File: src/hdl/srps_pkg.sv
// ----------------------------------------------------------------------------
// Standby rail power sequencer package
// Widths, reset values, phase codes, register indexes and shared types.
// ----------------------------------------------------------------------------
package srps_pkg;

    localparam int LONG_W  = 11;
    localparam int SHORT_W = 10;
    localparam int DEB_W   = 6;
    localparam int CFG_IDX_W = 3;

    // Reset values of the configuration registers
    localparam logic [LONG_W-1:0]  POWER_UP_DELAY_RST    = 11'd300;
    localparam logic [LONG_W-1:0]  OCP_RETRY_DELAY_RST   = 11'd1100;
    localparam logic [SHORT_W-1:0] STATUS_OK_DELAY_RST   = 10'd1000;
    localparam logic [SHORT_W-1:0] MONITOR_DELAY_RST     = 10'd500;
    localparam logic [SHORT_W-1:0] FAULT_BLANK_DELAY_RST = 10'd1000;
    localparam logic [DEB_W-1:0]   VIN_DEBOUNCE_RST      = 6'd20;

    // Register indexes
    localparam logic [CFG_IDX_W-1:0] CFG_POWER_UP_DELAY    = 3'd0;
    localparam logic [CFG_IDX_W-1:0] CFG_OCP_RETRY_DELAY   = 3'd1;
    localparam logic [CFG_IDX_W-1:0] CFG_STATUS_OK_DELAY   = 3'd2;
    localparam logic [CFG_IDX_W-1:0] CFG_MONITOR_DELAY     = 3'd3;
    localparam logic [CFG_IDX_W-1:0] CFG_FAULT_BLANK_DELAY = 3'd4;
    localparam logic [CFG_IDX_W-1:0] CFG_VIN_DEBOUNCE      = 3'd5;

    // Sequencer phase codes
    localparam logic [1:0] PH_INIT  = 2'd0;
    localparam logic [1:0] PH_ARMED = 2'd1;
    localparam logic [1:0] PH_CHECK = 2'd2;

    typedef struct packed {
        logic [LONG_W-1:0]  power_up_delay;
        logic [LONG_W-1:0]  ocp_retry_delay;
        logic [SHORT_W-1:0] status_ok_delay;
        logic [SHORT_W-1:0] monitor_delay;
        logic [SHORT_W-1:0] fault_blank_delay;
        logic [DEB_W-1:0]   vin_debounce;
    } srps_cfg_t;

    typedef struct packed {
        logic pson_active;
        logic rail_latched_off;
        logic aux_mode;
        logic relay_on;
        logic vin_ok;
        logic rail_overcurrent;
        logic main_fault;
    } srps_tick_t;

    typedef struct packed {
        logic       rail_enable;
        logic       rail_on_status;
        logic       monitor_enable;
        logic       clear_faults;
        logic [1:0] phase;
    } srps_result_t;

    typedef struct packed {
        logic [1:0]         phase;
        logic [LONG_W-1:0]  turn_on_count;
        logic               clear_pending;
        logic [SHORT_W-1:0] ok_count;
        logic [SHORT_W-1:0] monitor_count;
        logic [DEB_W-1:0]   vin_bad_count;
        logic [SHORT_W-1:0] blank_count;
        logic               held_enable;
        logic               held_status;
        logic               held_monitor;
    } srps_state_t;

endpackage

File: src/hdl/srps_tick_if.sv
// ----------------------------------------------------------------------------
// Tick channel
// Valid/ready channel carrying one 1 ms tick of status flags.
// ----------------------------------------------------------------------------
interface srps_tick_if;
    logic valid;
    logic ready;
    logic pson_active;
    logic rail_latched_off;
    logic aux_mode;
    logic relay_on;
    logic vin_ok;
    logic rail_overcurrent;
    logic main_fault;

    modport source (
        output valid, pson_active, rail_latched_off, aux_mode, relay_on, vin_ok,
               rail_overcurrent, main_fault,
        input  ready
    );
    modport sink (
        input  valid, pson_active, rail_latched_off, aux_mode, relay_on, vin_ok,
               rail_overcurrent, main_fault,
        output ready
    );
endinterface

File: src/hdl/srps_result_if.sv
// ----------------------------------------------------------------------------
// Result channel
// Valid/ready channel carrying the sequencer outputs after each tick.
// ----------------------------------------------------------------------------
interface srps_result_if;
    logic       valid;
    logic       ready;
    logic       rail_enable;
    logic       rail_on_status;
    logic       monitor_enable;
    logic       clear_faults;
    logic [1:0] phase;

    modport source (
        output valid, rail_enable, rail_on_status, monitor_enable, clear_faults, phase,
        input  ready
    );
    modport sink (
        input  valid, rail_enable, rail_on_status, monitor_enable, clear_faults, phase,
        output ready
    );
endinterface

File: src/hdl/srps_step.sv
// ----------------------------------------------------------------------------
// Sequencer step logic
// Next state and result of the sequencer for one tick.
// ----------------------------------------------------------------------------
module srps_step (
    input  srps_pkg::srps_state_t  st,
    input  srps_pkg::srps_cfg_t    cfg,
    input  srps_pkg::srps_tick_t   tick_data,
    output srps_pkg::srps_state_t  nxt,
    output srps_pkg::srps_result_t res
);
    import srps_pkg::*;

    logic [LONG_W-1:0]  turn_on_dec;
    logic [SHORT_W-1:0] blank_dec;
    logic               late_fault;
    logic               clr;

    // Saturating countdowns, tested after the decrement
    assign turn_on_dec = (st.turn_on_count != '0) ? st.turn_on_count - 1'b1 : '0;
    assign blank_dec   = (st.blank_count != '0) ? st.blank_count - 1'b1 : '0;
    assign late_fault  = (blank_dec == '0) && tick_data.main_fault;

    // Advance the sequencer
    always_comb
    begin
        nxt = st;
        clr = 1'b0;
        case (st.phase)
            PH_INIT:
            begin
                nxt.held_enable   = 1'b0;
                nxt.held_status   = 1'b0;
                nxt.held_monitor  = 1'b0;
                nxt.monitor_count = '0;
                if (tick_data.pson_active)
                    nxt.clear_pending = 1'b1;
                nxt.turn_on_count = turn_on_dec;
                if (turn_on_dec == '0 && !tick_data.rail_latched_off && !tick_data.aux_mode)
                    nxt.phase = PH_ARMED;
            end
            PH_ARMED:
            begin
                if (tick_data.relay_on && tick_data.vin_ok)
                begin
                    if (st.clear_pending)
                    begin
                        clr = 1'b1;
                        nxt.clear_pending = 1'b0;
                    end
                    nxt.phase         = PH_CHECK;
                    nxt.held_enable   = 1'b1;
                    nxt.ok_count      = '0;
                    nxt.vin_bad_count = '0;
                    nxt.blank_count   = cfg.fault_blank_delay;
                end
            end
            PH_CHECK:
            begin
                if (st.ok_count > cfg.status_ok_delay)
                    nxt.held_status = 1'b1;
                else
                    nxt.ok_count = st.ok_count + 1'b1;
                if (st.monitor_count < cfg.monitor_delay)
                    nxt.monitor_count = st.monitor_count + 1'b1;
                else
                    nxt.held_monitor = 1'b1;
                nxt.blank_count = blank_dec;
                // Debounced input loss or late fault wins over the immediate restarts
                if (!tick_data.vin_ok || late_fault)
                begin
                    if (st.vin_bad_count < cfg.vin_debounce)
                        nxt.vin_bad_count = st.vin_bad_count + 1'b1;
                    else
                    begin
                        nxt.phase         = PH_INIT;
                        nxt.turn_on_count = cfg.power_up_delay;
                    end
                end
                else if (tick_data.rail_overcurrent)
                begin
                    nxt.phase         = PH_INIT;
                    nxt.turn_on_count = cfg.ocp_retry_delay;
                end
                else if (tick_data.rail_latched_off || tick_data.aux_mode)
                begin
                    nxt.phase         = PH_INIT;
                    nxt.turn_on_count = cfg.power_up_delay;
                end
            end
            default:
            begin
                // Unused phase code: restart from init
                nxt.phase         = PH_INIT;
                nxt.turn_on_count = cfg.power_up_delay;
            end
        endcase
    end

    // Pack the result
    always_comb
    begin
        res.rail_enable    = nxt.held_enable;
        res.rail_on_status = nxt.held_status;
        res.monitor_enable = nxt.held_monitor;
        res.clear_faults   = clr;
        res.phase          = nxt.phase;
    end

endmodule

File: src/hdl/standby_rail_power_sequencer.sv
// ----------------------------------------------------------------------------
// Standby rail power sequencer
// Result valid rises in the cycle after a tick is accepted, via the result register.
// One tick per cycle unless the result stalls; state advances on each accepted tick.
// Reset: state and the six delay registers return to defaults; result data does not.
// ----------------------------------------------------------------------------
module standby_rail_power_sequencer (
    input  logic                              clk,
    input  logic                              rst_n,
    input  logic                              cfg_we,
    input  logic [srps_pkg::CFG_IDX_W-1:0]    cfg_index,
    input  logic [srps_pkg::LONG_W-1:0]       cfg_data,
    srps_tick_if.sink                         tick,
    srps_result_if.source                     result
);
    import srps_pkg::*;

    srps_cfg_t    cfg_reg;
    srps_state_t  state_reg;
    srps_state_t  state_next;
    srps_tick_t   tick_data;
    srps_result_t res_next;
    srps_result_t res_reg;
    logic         res_valid_reg;
    logic         tick_accept;

    // Take a new request whenever the result register is free or draining
    assign tick.ready  = !res_valid_reg || result.ready;
    assign tick_accept = tick.valid && tick.ready;

    assign tick_data.pson_active      = tick.pson_active;
    assign tick_data.rail_latched_off = tick.rail_latched_off;
    assign tick_data.aux_mode         = tick.aux_mode;
    assign tick_data.relay_on         = tick.relay_on;
    assign tick_data.vin_ok           = tick.vin_ok;
    assign tick_data.rail_overcurrent = tick.rail_overcurrent;
    assign tick_data.main_fault       = tick.main_fault;

    srps_step u_step (
        .st        (state_reg),
        .cfg       (cfg_reg),
        .tick_data (tick_data),
        .nxt       (state_next),
        .res       (res_next)
    );

    // Write configuration registers; unknown indexes drop
    always_ff @(posedge clk or negedge rst_n)
    begin
        if (!rst_n)
        begin
            cfg_reg.power_up_delay    <= POWER_UP_DELAY_RST;
            cfg_reg.ocp_retry_delay   <= OCP_RETRY_DELAY_RST;
            cfg_reg.status_ok_delay   <= STATUS_OK_DELAY_RST;
            cfg_reg.monitor_delay     <= MONITOR_DELAY_RST;
            cfg_reg.fault_blank_delay <= FAULT_BLANK_DELAY_RST;
            cfg_reg.vin_debounce      <= VIN_DEBOUNCE_RST;
        end
        else if (cfg_we)
        begin
            case (cfg_index)
                CFG_POWER_UP_DELAY:    cfg_reg.power_up_delay    <= cfg_data;
                CFG_OCP_RETRY_DELAY:   cfg_reg.ocp_retry_delay   <= cfg_data;
                CFG_STATUS_OK_DELAY:   cfg_reg.status_ok_delay   <= cfg_data[SHORT_W-1:0];
                CFG_MONITOR_DELAY:     cfg_reg.monitor_delay     <= cfg_data[SHORT_W-1:0];
                CFG_FAULT_BLANK_DELAY: cfg_reg.fault_blank_delay <= cfg_data[SHORT_W-1:0];
                CFG_VIN_DEBOUNCE:      cfg_reg.vin_debounce      <= cfg_data[DEB_W-1:0];
                default: ;
            endcase
        end
    end

    // Hold sequencer state; advance it on each accepted tick
    always_ff @(posedge clk or negedge rst_n)
    begin
        if (!rst_n)
        begin
            state_reg.phase         <= PH_INIT;
            state_reg.turn_on_count <= POWER_UP_DELAY_RST;
            state_reg.clear_pending <= 1'b0;
            state_reg.ok_count      <= '0;
            state_reg.monitor_count <= '0;
            state_reg.vin_bad_count <= '0;
            state_reg.blank_count   <= '0;
            state_reg.held_enable   <= 1'b0;
            state_reg.held_status   <= 1'b0;
            state_reg.held_monitor  <= 1'b0;
        end
        else if (tick_accept)
        begin
            state_reg <= state_next;
        end
    end

    // Result register valid flag
    always_ff @(posedge clk or negedge rst_n)
    begin
        if (!rst_n)
            res_valid_reg <= 1'b0;
        else if (tick_accept)
            res_valid_reg <= 1'b1;
        else if (result.ready)
            res_valid_reg <= 1'b0;
    end

    // Result payload, loaded with each accepted tick
    always_ff @(posedge clk)
    begin
        if (tick_accept)
            res_reg <= res_next;
    end

    assign result.valid          = res_valid_reg;
    assign result.rail_enable    = res_reg.rail_enable;
    assign result.rail_on_status = res_reg.rail_on_status;
    assign result.monitor_enable = res_reg.monitor_enable;
    assign result.clear_faults   = res_reg.clear_faults;
    assign result.phase          = res_reg.phase;

endmodule

File: src/flat_wrapper.sv
// flat-port wrapper written by rule: the top's interface ports become plain ports
module standby_rail_power_sequencer_flat import srps_pkg::*;
  (clk, rst_n, cfg_we, cfg_index, cfg_data, tick_valid, tick_pson_active, tick_rail_latched_off, tick_aux_mode, tick_relay_on, tick_vin_ok, tick_rail_overcurrent, tick_main_fault, tick_ready, result_valid, result_rail_enable, result_rail_on_status, result_monitor_enable, result_clear_faults, result_phase, result_ready);
  srps_tick_if tick_i ();
  srps_result_if result_i ();
  input  logic clk;
  input  logic rst_n;
  input  logic cfg_we;
  input  logic [srps_pkg::CFG_IDX_W-1:0] cfg_index;
  input  logic [srps_pkg::LONG_W-1:0] cfg_data;
  input wire logic [$bits(tick_i.valid)-1:0] tick_valid;
  input wire logic [$bits(tick_i.pson_active)-1:0] tick_pson_active;
  input wire logic [$bits(tick_i.rail_latched_off)-1:0] tick_rail_latched_off;
  input wire logic [$bits(tick_i.aux_mode)-1:0] tick_aux_mode;
  input wire logic [$bits(tick_i.relay_on)-1:0] tick_relay_on;
  input wire logic [$bits(tick_i.vin_ok)-1:0] tick_vin_ok;
  input wire logic [$bits(tick_i.rail_overcurrent)-1:0] tick_rail_overcurrent;
  input wire logic [$bits(tick_i.main_fault)-1:0] tick_main_fault;
  output wire logic [$bits(tick_i.ready)-1:0] tick_ready;
  output wire logic [$bits(result_i.valid)-1:0] result_valid;
  output wire logic [$bits(result_i.rail_enable)-1:0] result_rail_enable;
  output wire logic [$bits(result_i.rail_on_status)-1:0] result_rail_on_status;
  output wire logic [$bits(result_i.monitor_enable)-1:0] result_monitor_enable;
  output wire logic [$bits(result_i.clear_faults)-1:0] result_clear_faults;
  output wire logic [$bits(result_i.phase)-1:0] result_phase;
  input wire logic [$bits(result_i.ready)-1:0] result_ready;
  assign tick_i.valid = tick_valid;
  assign tick_i.pson_active = tick_pson_active;
  assign tick_i.rail_latched_off = tick_rail_latched_off;
  assign tick_i.aux_mode = tick_aux_mode;
  assign tick_i.relay_on = tick_relay_on;
  assign tick_i.vin_ok = tick_vin_ok;
  assign tick_i.rail_overcurrent = tick_rail_overcurrent;
  assign tick_i.main_fault = tick_main_fault;
  assign tick_ready = tick_i.ready;
  assign result_valid = result_i.valid;
  assign result_rail_enable = result_i.rail_enable;
  assign result_rail_on_status = result_i.rail_on_status;
  assign result_monitor_enable = result_i.monitor_enable;
  assign result_clear_faults = result_i.clear_faults;
  assign result_phase = result_i.phase;
  assign result_i.ready = result_ready;
  standby_rail_power_sequencer u_core (.clk(clk), .rst_n(rst_n), .cfg_we(cfg_we), .cfg_index(cfg_index), .cfg_data(cfg_data), .tick(tick_i), .result(result_i));
endmodule
File: config.mk
export PLATFORM = sky130hd
export DESIGN_NAME = standby_rail_power_sequencer_flat
export DESIGN_NICKNAME = d
export VERILOG_FILES = /design/src/hdl/srps_pkg.sv /design/src/hdl/srps_tick_if.sv /design/src/hdl/srps_result_if.sv /design/src/hdl/srps_step.sv /design/src/hdl/standby_rail_power_sequencer.sv /design/src/flat_wrapper.sv
export SDC_FILE = /design/constraint.sdc
export NUM_CORES = 1
export LEC_CHECK = 0
export ABC_CLOCK_PERIOD_IN_PS = 5210
export CORE_MARGIN = 8
export CORE_UTILIZATION = 40
export DETAILED_ROUTE_END_ITERATION = 10
export DONT_BUFFER_PORTS = 1
export HOLD_SLACK_MARGIN = 0.12
export PLACE_DENSITY = 0.51
export SKIP_CTS_REPAIR_TIMING = 1
export SLEW_MARGIN = 20
export SYNTH_ARGS = -nofsm -noshare
export SYNTH_HDL_FRONTEND = slang
export SYNTH_SLANG_ARGS = --single-unit
File: constraint.sdc
create_clock -name clk -period 5.21 [get_ports clk]
set_input_delay 0.2605 -clock clk [delete_from_list [all_inputs] [get_ports clk]]
set_output_delay 0.2605 -clock clk [all_outputs]
set_load 0.1 [all_outputs]
### Word level (Yosys, flattened, before mapping)

Index checks and enable logic that the tools add are counted.

| operators by class | value |
|---|---|
| eq/ne operators | 15 |
| $add $sub $neg | 5 |
| magnitude comparators | 3 |
| reduce and logical (&&, ||, !) cells | 35 |
| bitwise logic cells | 1 |
| multiplexer cells | 28 |

Operators with widths:

| cell | number |
|---|---|
| 13-bit two-way mux | 4 |
| 10-bit one-hot mux with 2 select lines | 2 |
| 11-bit one-hot mux with 3 select lines | 1 |
| 16-bit one-hot mux with 2 select lines | 1 |
| 10-bit two-way mux | 3 |
| 11-bit two-way mux | 2 |
| 10-bit by 1-bit adder with 10-bit output (second input constant) | 2 |
| 17-bit two-way mux | 1 |
| 2-bit AND reduction | 7 |
| 6-bit two-way mux | 2 |
| 2-bit inequality test (second input constant) | 6 |
| 4-bit AND reduction | 3 |
| 11-bit logical NOT | 1 |
| 11-bit nonzero test | 1 |
| 11-bit by 1-bit subtractor with 11-bit output (second input constant) | 1 |
| 10-bit > comparator | 1 |
| 10-bit logical NOT | 1 |
| 10-bit < comparator | 1 |
| 10-bit nonzero test | 1 |
| 10-bit by 1-bit subtractor with 10-bit output (second input constant) | 1 |
| 2-bit nonzero test | 4 |
| 6-bit by 1-bit adder with 6-bit output (second input constant) | 1 |
| 3-bit by 2-bit == test with 1-bit output (second input constant) | 2 |
| 3-bit == test (second input constant) | 2 |
| other kinds (19) | 36 |

| storage, ports and cells | value |
|---|---|
| word-level logic and storage cells | 109 |
| register bits after elaboration | 118 |

### Longest topological paths before layout

| depth | value |
|---|---|
| word-level depth | 7 |
| depth in mapped cells | 11 |
| depth with buffers taken out | 10 |

### By module

Synthesis repeated with hierarchy kept, for this count alone.

| unflattened totals | value |
|---|---|
| cell total of the unflattened synthesis | 735 |
| area, all modules | 7557.2 sq um |

By module, submodules not included:

| module | instances | cells each | area each (sq um) | seq. area each (sq um) |
|---|---|---|---|---|
| standby_rail_power_sequencer | 1 | 249 | 4423.0 | 3022.9 |
| srps_step | 1 | 486 | 3134.3 | 0.0 |

### Worst setup path before layout

Ideal clock, no wire load.

| timing path | value |
|---|---|
| path type | register -> register |
| from | reg u_core.res_valid_reg (netlist: u_core.result.valid) |
| to | reg u_core.state_reg[38] (netlist bit) |
| buffers on the path | 0 |
| cell stages (with the launch flop) | 9 |
| required time | 5133 ps |
| arrival time | 3503 ps |
| setup slack | 1630 ps |
| library setup time | 77 ps |
| cell sequence | dfrtp_1 -> nand2b_1 -> nand2_1 -> clkinv_1 -> o21ai_0 -> a2111oi_1 -> nand4_1 -> or3_1 -> a21oi_1 |

| between the ends | value |
|---|---|
| longest elaborated chain between the ends | 4 |

RTL lines:

| item | line | source |
|---|---|---|
| start: declaration | standby_rail_power_sequencer.sv:24 | `logic res_valid_reg;` |
| start signal: assignment | standby_rail_power_sequencer.sv:99 | `res_valid_reg <= 1'b0;` |
| start signal: assignment | standby_rail_power_sequencer.sv:101 | `res_valid_reg <= 1'b1;` |
| start signal: assignment | standby_rail_power_sequencer.sv:103 | `res_valid_reg <= 1'b0;` |
| 1-bit logical NOT | standby_rail_power_sequencer.sv:28 | `assign tick.ready = !res_valid_reg \|\| result.ready;` |
| 1-bit logical OR | standby_rail_power_sequencer.sv:28 |  |
| named net tick_ready | flat_wrapper.sv:19 | `output wire logic [$bits(tick_i.ready)-1:0] tick_ready;` |
| 1-bit logical AND | standby_rail_power_sequencer.sv:29 | `assign tick_accept = tick.valid && tick.ready;` |
| 4-bit AND reduction (no line) | -- |  |
| end signal: assignment | standby_rail_power_sequencer.sv:91 | `state_reg <= state_next;` |
| end: declaration | standby_rail_power_sequencer.sv:19 | `srps_state_t state_reg;` |

The timed path passes the listed nets, and every way through them passes these cells.
A chain may end at the register's enable or synchronous reset.

### Final worst setup path

| timing path | value |
|---|---|
| from | reg u_core.state_reg[52] (netlist bit) |
| to | reg u_core.state_reg[38] (netlist bit) |

| between the ends | value |
|---|---|
| longest elaborated chain between the ends | 3 |
| elaborated cells between the ends (all ways) | 7 |
| classes of those cells | eq/ne: 4; mux: 1; reduce/logical: 2 |

RTL lines:

| item | line | source |
|---|---|---|
| 2-bit == test or 2-bit by 1-bit == test with 1-bit output (tied branches) | srps_step.sv:29 | `case (st.phase)` |
| 2-bit inequality test (no line) or 2-bit nonzero test (tied branches) | -- |  |
| 4-bit AND reduction (no line) | -- |  |

Parallel ways exist; a longest one is shown, timed or not.

==> metrics.csv <==
metric;value;unit
Synth Register Bits;118;
worst hold slack;131;ps
Static Leak;3.13;nW
nets;715;
GP Congestion;0.815;
post-synthesis area per instance;10.0;um^2
fill count;1449;
most frequent cells in the layout;dfrtp_1 (80), nor2_1 (61), mux2_2 (56), o21ai_0 (50), nand2_1 (48);
Final Max Slew Viols;0;
distinct cell type count after synthesis;60;
largest net degree at the start of global routing;113;
commonest non-fill, non-tap cell in the layout;dfrtp_1;
first-pass GRT wire length;26.8;mm
syn_nets;698;
critical setup path kind;flop to flop;
status;complete, no violations;
Least-Margin Pin Slew;1060;ps
CTS buffer count;17;
vias in the first global route;4804;
I/O pin total;34;
total of max-cap violations;0;
WL final;16.6;mm
Setup WS pre-CTS;1750;ps
CP startpoint kind;flop;
Die Y;143;um
TNS Setup;0;ps
Setup WS post-layout;1690;ps
Clk pin slew, worst setup/hold paths;60;ps
relative slew slack;28.9;%
die width;143;um
maximum buffer depth of the clock tree;2;
Post-Synth Adder-Cell Area;5.64;%
prevailing post-synth register cell;dfrtp_1;
DP Wirelength;11.4;mm
Final Cycle Share;67.5;%
initial antenna violation count;0;
mux share of post-synthesis cell area;10.5;%
Initial Utilization;40.7;%
unrepaired setup endpoints after global routing;no;
IO Port Bufs;0;
leading area contributor after synthesis;dfrtp_1;
Layout Area Growth over Synthesis;15.2;%
GRT Overall Usage;17.2;%
post-DR vias/cell;5.52;
xor/xnor share of the synthesized area;2.99;%
Sink Count;118;
Area contributors post-synth;dfrtp_1 (31%), dfstp_2 (13%), mux2_2 (9.8%);
Required @ worst endpoint;5550;ps
Vias;4911;
routed len/inst;18.7;um
CTS tree;yes;
Initial DRC Count;329;
Mapped Area;0.00644;mm^2
Synth Area in Simple Gates;15.1;%
Final setup viols;0;
# diodes;0;
Hold Fails Final Rpt;0;
largest family of logic cells by synthesized area;simple AND/OR/NAND/NOR gates;
Synth Area in Compound Gates;15.1;%
f_max;0.284;GHz
Post-synth EDFFs;6;
Final min period;3520;ps
VDD IR max;0.000241;V
CP Data Arrival Time;3860;ps
FP Rows;46;
htree depth;4;
Async SR Flop Fraction;94.9;%
skew final;8.62;ps
crit end category;flop;
Yosys warnings;0;
Largest register FFs;58;
die area;0.0204;mm^2
1st-pass router iterations;5;
total gr overflow;0;
Max FO, Critical Path;30;
Hold Crit Class;primary input to flop;
Post-DRT Antenna Nets;0;
Seq/Total Area, Yosys;46.9;%
Synth Instances;643;
Core ar.;0.0158;mm^2
PwrDens;470;mW/mm^2
Post-route DRC;0;
root buf cell;clkbuf_16;
Synth top area share;31.1;%
ratio of cells with drive above 1 in the final layout;20.5;%
clock latency on the worst-skew pair;420;ps
worst paths after layout:
check / start / endpoint / slack (ps) / depth (start not counted)
setup / recovery: u_core.state_reg[52] / u_core.state_reg[38] / 1690 / 6
hold / removal: cfg_index[2] / u_core.cfg_reg[35] / 130 / 3
max in group asynchronous: rst_n / u_core.state_reg[34] / 4320 / 2
hold reg to reg: u_core.state_reg[1] / u_core.state_reg[1] / 500 / 2
setup reg to reg: u_core.state_reg[52] / u_core.state_reg[38] / 1690 / 6
min in group asynchronous: rst_n / u_core.cfg_reg[1] / 380 / 2
critical path, stage by stage, from the launching register on:
cell,delay (ps)
dfrtp_1,900
nor2b_1,850
o21ai_0,310
a2111oi_1,640
nand4_1,240
or3_1,360
a21oi_1,150
metrics by stage:
step / utilization [%] / power [mW] / cell area (um^2) / std cells
floorplan: - / 2.07 / 6440 / 643
global placement: 42.1 / 2.27 / 6670 / 842
detailed placement: 42.1 / 2.29 / 6670 / 842
CTS: 45.8 / 3.46 / 7250 / 874
global route: 46.9 / 3.70 / 7420 / 889
finish: 46.9 / 3.48 / 7420 / 889
metal layers:
layer	up-vias	wire, um	track usage, %
met5	-	0	0
met4	0	248	6.77
met3	20	736	3.84
met2	128	7230	24.4
met1	2418	8380	24.7
li1	2345	-	-
cells by family (layout without fill, tap and decap cells):
family,after synthesis,after routing
AND/OR/NAND/NOR,196,196
AO/OA/AOI/OAI,157,157
flip-flops,118,118
buffers and inverters,61,91
multiplexers,60,60
adder cells (fa/ha/maj),29,29
XOR/XNOR,22,22
power breakdown:
| part | switching (mW) | internal [mW] | total (mW) |
|---|---|---|---|
| sequential | 0.277 | 1.19 | 1.47 |
| clock | 0.432 | 0.725 | 1.16 |
| combinational | 0.462 | 0.399 | 0.861 |
synthesized netlist by cell type, types with 7 or more instances:
master    count
a21oi_1      37
a31oi_1      15
and3_1        7
clkbuf_1     17
dfrtp_1      80
dfstp_2      32
ha_1         29
inv_1        37
mux2_2       56
nand2_1      48
nand2b_1     10
nand3_1      10
nand4_1      14
nor2_1       61
nor3_1        9
o21ai_0      50
o21ai_1       8
o22ai_1       7
xor2_1       16
area by class of cell:
cell class / instances / area, um^2 / share of cell area (%)
Clock inverter: 12 / 126 / 1.70
Timing Repair Buffer: 20 / 205 / 2.77
Inverter: 39 / 146 / 1.97
Tap cell: 216 / 270 / 3.64
Clock buffer: 20 / 457 / 6.16
Sequential cell: 118 / 3020 / 40.7
Multi-Input combinational cell: 464 / 3190 / 43.0
Power figures use the tool's default switching activity.
